--- src/glmt_pkg.sv ---
// ----------------------------------------------------------------------------
// glmt_pkg
// shared constants, types and helpers of the longest-match tokenizer
// ----------------------------------------------------------------------------
package glmt_pkg;

    localparam int DEF_VOCAB_DEPTH     = 1024;
    localparam int DEF_MAX_TOKEN_BYTES = 16;

    localparam int LEN_W   = 5;
    localparam int IDX_W   = 10;
    localparam int SIZE_W  = 11;
    localparam int N_W     = 6;

    localparam logic [7:0] PREFIX_B0 = 8'hC4;
    localparam logic [7:0] PREFIX_B1 = 8'hA0;
    localparam logic [7:0] NEWLINE   = 8'h0A;
    localparam logic [7:0] SPACE     = 8'h20;
    localparam logic [7:0] TAB       = 8'h09;
    localparam logic [7:0] CR        = 8'h0D;

    localparam logic ACT_LOAD = 1'b0;
    localparam logic ACT_TEXT = 1'b1;

    typedef struct packed {
        logic           start;
        logic           prefixed;
        logic [N_W-1:0] n;
    } t_scan_ctl;

    typedef struct packed {
        logic             done;
        logic             found;
        logic [LEN_W-1:0] len;
    } t_scan_res;

    function automatic logic is_blank(input logic [7:0] c);
        return (c == SPACE) || ((c >= TAB) && (c <= CR));
    endfunction

endpackage

--- src/glmt_scan.sv ---
// ----------------------------------------------------------------------------
// glmt_scan
// walks the vocabulary one entry a cycle, keeps the longest prefix match
// ----------------------------------------------------------------------------
module glmt_scan #(
    parameter int VOCAB_DEPTH     = 1024,
    parameter int MAX_TOKEN_BYTES = 16
) (
    input  logic                                  i_clk,
    input  logic                                  i_rst_n,
    input  glmt_pkg::t_scan_ctl                   i_ctl,
    input  logic [$clog2(VOCAB_DEPTH+1)-1:0]      i_limit,
    input  logic [MAX_TOKEN_BYTES*8-1:0]          i_window,
    output logic [$clog2(VOCAB_DEPTH)-1:0]        o_raddr,
    input  logic [glmt_pkg::LEN_W+MAX_TOKEN_BYTES*8-1:0] i_rdata,
    output glmt_pkg::t_scan_res                   o_res,
    output logic [$clog2(VOCAB_DEPTH)-1:0]        o_best_idx
);
    import glmt_pkg::*;

    localparam int AW = $clog2(VOCAB_DEPTH);
    localparam int CW = $clog2(VOCAB_DEPTH + 1);
    localparam int BW = MAX_TOKEN_BYTES * 8;

    logic          r_busy;
    logic          r_chk;
    logic [CW-1:0] r_idx;
    logic [AW-1:0] r_chk_idx;
    logic          r_pre;
    logic [N_W-1:0] r_n;
    logic          r_found;
    logic [LEN_W-1:0] r_best_len;
    logic [AW-1:0] r_best_idx;

    logic              w_issue;
    logic [LEN_W-1:0]  w_len;
    logic [BW-1:0]     w_ent;
    logic [BW+15:0]    w_pre_buf;
    logic [7:0]        w_buf_b;
    logic              w_bytes_eq;
    logic              w_hit;
    logic [N_W-1:0]    w_len6;
    logic [N_W-1:0]    w_minlen;

    assign w_issue = r_busy && (r_idx < i_limit);
    assign o_raddr = r_idx[AW-1:0];

    assign w_len     = i_rdata[LEN_W+BW-1 -: LEN_W];
    assign w_ent     = i_rdata[BW-1:0];
    assign w_pre_buf = {i_window, PREFIX_B1, PREFIX_B0};
    assign w_len6    = N_W'(w_len);
    assign w_minlen  = r_pre ? N_W'(3) : N_W'(1);

    always_comb begin
        w_bytes_eq = 1'b1;
        w_buf_b    = '0;
        for (int k = 0; k < MAX_TOKEN_BYTES; k++) begin
            w_buf_b = r_pre ? w_pre_buf[8*k +: 8] : i_window[8*k +: 8];
            if ((N_W'(k) < w_len6) && (w_ent[8*k +: 8] != w_buf_b)) begin
                w_bytes_eq = 1'b0;
            end
        end
    end

    assign w_hit = r_chk && (w_len != '0) && (w_len6 >= w_minlen) && (w_len6 <= r_n)
                && (w_len6 <= N_W'(MAX_TOKEN_BYTES)) && w_bytes_eq
                && (w_len > r_best_len);

    always_ff @(posedge i_clk) begin
        if (!i_rst_n) begin
            r_busy     <= 1'b0;
            r_chk      <= 1'b0;
            r_idx      <= '0;
            r_found    <= 1'b0;
            r_best_len <= '0;
        end else if (i_ctl.start) begin
            r_busy     <= 1'b1;
            r_chk      <= 1'b0;
            r_idx      <= '0;
            r_found    <= 1'b0;
            r_best_len <= '0;
        end else begin
            r_chk <= w_issue;
            if (w_issue) begin
                r_idx <= r_idx + CW'(1);
            end
            if (w_hit) begin
                r_found    <= 1'b1;
                r_best_len <= w_len;
            end
            if (o_res.done) begin
                r_busy <= 1'b0;
            end
        end
    end

    always_ff @(posedge i_clk) begin
        if (i_ctl.start) begin
            r_pre <= i_ctl.prefixed;
            r_n   <= i_ctl.n;
        end
        r_chk_idx <= r_idx[AW-1:0];
        if (w_hit) begin
            r_best_idx <= r_chk_idx;
        end
    end

    assign o_res.done  = r_busy && !r_chk && !w_issue;
    assign o_res.found = r_found;
    assign o_res.len   = r_best_len;
    assign o_best_idx  = r_best_idx;

endmodule

--- config.mk ---
export PLATFORM = sky130hd
export DESIGN_NAME = glmt_scan
export DESIGN_NICKNAME = d
export VERILOG_FILES = /design/src/glmt_pkg.sv /design/src/glmt_scan.sv
export SDC_FILE = /design/constraint.sdc
export NUM_CORES = 1
export LEC_CHECK = 0
export BUFFER_PORTS_ARGS = -buffer_cell sky130_fd_sc_hd__buf_2
export CAP_MARGIN = 40
export CORE_AREA = 2 2 121 123
export DETAILED_ROUTE_END_ITERATION = 10
export DIE_AREA = 0 0 123 125
export GPL_ROUTABILITY_DRIVEN = 0
export PLACE_DENSITY = 0.7
export SYNTH_ARGS = -nofsm -noshare
export SYNTH_HDL_FRONTEND = slang
export SYNTH_SLANG_ARGS = --single-unit
--- constraint.sdc ---
create_clock -name i_clk -period 7.7 [get_ports i_clk]
set_input_delay 1.54 -clock i_clk [delete_from_list [all_inputs] [get_ports i_clk]]
set_output_delay 1.54 -clock i_clk [all_outputs]
set_load 0.005 [all_outputs]
==> qor.csv <==
metric,value,unit
startpoint,i_limit[1],
timing.hold.ws,402,ps
max_stage_delay,430,ps
seq_area_frac_synth,20.8,%
drc,0,
worstPathCellList,buf_2 -> inv_1 -> ha_1 -> a21o_1 -> a21o_1 -> a21oi_1 -> o21ai_0 -> a21oi_1 -> buf_4 -> nor3b_1 -> buf_2,
clk_pin_slew_worst_paths,60,ps
diodes,0,
yosys-top-cells-area,"mux2i_1 22%, xnor2_1 19%, dfxtp_1 11%",
yosysMostFrequentCell,xnor2_1,
cp.arrival,3260,ps
crit_path_max_fanout,13,
via_count,5281,
core_area,0.0142,sq mm
start_util,36.9,%
htree_levels,2,
relSlewSlack,43.1,%
drive_gt1_share,38.8,%
slew_viol_final,0,
finalCritPeriodShare,62.4,%
post_cts_buffers,0,
cp.depth,11,
power_density,117,mW/mm^2
peakVddDrop,0.0998,mV
nFillCells,1404,
cts_tree,built,
yosys.area.top_type,mux2i_1,
antenna_left,0,
die_height,125,um
grt_overflow,0,
clk_path_buf_depth,2,
critPathLaunchType,input pin,
min_from,r_chk_idx[2],
worst_slack,2900,ps
crit_path_top_delay_cell,o21ai_0,
nets,1157,
cts_buffers,5,
synth_area,0.00524,sq mm
row_count,44,
fp.dieW,123,um
hold_path.class,reg2reg,
ys_seq_elements,46,
maxCapViolCount,0,
leakagePower,3.37,nW
synthArstFlopShare,0,%
fin_worst_skew,6.59,ps
area_delta_synth_final,33.5,%
avgSynthCellArea,9.22,sq um
r2r-start,r_pre,
hpwlAfterDp,14500,um
cts-root-buf,clkbuf_16,
crit_type,in2out,
cts_resized,0,
wl_met3,1260,um
synth_common_cells,"116 x xnor2_1, 113 x mux2i_1, 29 x dfxtp_1",
finalWirelength,16900,um
synth_top_area_share,21.6,%
wl_met1,6820,um
final-hold-violation-count,0,
tightest_slew,849,ps
syn_nets,873,
cp_top_family,compound AO/OA/AOI/OAI gates,
antenna_found_initial,0,
yosysWarnings,0,
top_layer,met4,
tns,0,ps
via_per_inst,5.09,
synth-main-ff-cell,dfxtp_1,
grt_use_total,20.9,%
cts_sinks,46,
fin_util,49.3,%
multiInputGateArea,0.00381,sq mm
ctsHoldBuffers,0,
clkLatencyLatePin,280,ps
grt_max_degree,115,
rsz0062_at_grt,false,
synthesis.instances,569,
crit_buf_inv,4,
ys_types,55,
timing.fmax,208,MHz
grt_pass1_vias,5218,
synth-edff-count,17,
drtIter0Drc,235,
wl_met2,8330,um
portBuffers,308,
whs_path_depth,0,
required,6160,ps
post_drt_wl_per_cell,16.2,um
regArea,0.00109,sq mm
num_io_pins,309,
grt_pass1_wl,25700,um
cp-end-kind,output pin,
status,completed,
r2r_cells,8,
period_needed,4800,ps
drtPass1Iterations,4,
setup_violations,0,
dp_slack,2920,ps
fp.dieArea,0.0154,sq mm
[cells in the final DEF (no fill, tap or decap), drive strengths merged, types with 2 or more instances in the layout]
cell / instances
a211oi: 3
a21o: 5
xnor2: 116
nor2b: 3
or2: 2
a2111oi: 5
a41o: 4
and2: 3
nand3: 6
and3: 5
buf: 311
clkbuf: 7
o21ai: 8
nand3b: 2
inv: 27
o211ai: 2
edfxtp: 17
o21a: 9
nand4: 12
nor4bb: 4
nor4: 29
a21oi: 22
o31ai: 5
nor2: 20
nor3: 5
ha: 22
nand2: 13
xor2: 9
a31oi: 14
dfxtp: 29
nand2b: 2
o32ai: 7
mux2i: 113
[stage by stage]
stage               cell area, sq um  total power, W  cells
floorplan                       5240        0.000462    569
global placement                6800        0.000576   1029
detailed placement              6830        0.000583   1030
CTS                             7000        0.000829   1038
global route                    7000        0.000868   1038
finish                          7000        0.000822   1038
[flip-flops by register name, summed over array words and instances, names as in the netlist]
signal / flops
r_idx: 11
r_n: 6
r_chk_idx: 10
o_best_idx: 10
r_busy: 1
r_best_len: 5
r_pre: 1
r_chk: 1
r_found: 1
[layout make-up]
type	instances	area share (%)
Tap cell	184	3.29
Clock buffer	7	2.04
Clock inverter	1	0.429
Sequential cell	46	15.6
Multi-Input combinational cell	462	54.4
Inverter	27	1.45
Timing Repair Buffer	311	22.8
[power by group]
group / switching (W) / internal [W]
Combinational: 0.000152 / 0.000168
Clock: 0.0000817 / 0.000162
Sequential: 0.00000259 / 0.000255
Total: 0.000237 / 0.000585
[per-layer routing]
metal	track usage, %	vias up
li1	-	2663
met2	38.4	193
met1	24.5	2392
met3	3.83	33
met5	0	-
met4	6.02	0
[path summary, 6_finish.rpt]
check	to	slack (ps)
worst max-delay path	o_res[6]	2900
worst min-delay path	o_best_idx[2]	400
worst max register to register	o_best_idx[4]	3820
worst min register to register	o_best_idx[2]	400
[logic make-up (layout without fill, tap and decap cells)]
kind of cell             count (synthesis)  in the layout  synth area share [%]
AND/OR/NAND/NOR                        111            111                  12.7
XOR/XNOR                               125            125                  20.9
flip-flops                              46             46                  20.8
multiplexers                           113            113                  21.6
adder cells (fa/ha/maj)                 22             22                  5.25
AO/OA/AOI/OAI                           91             91                  12.3
buffers and inverters                   61            346                  6.51
No activity file was read; power rests on OpenSTA's default activity.
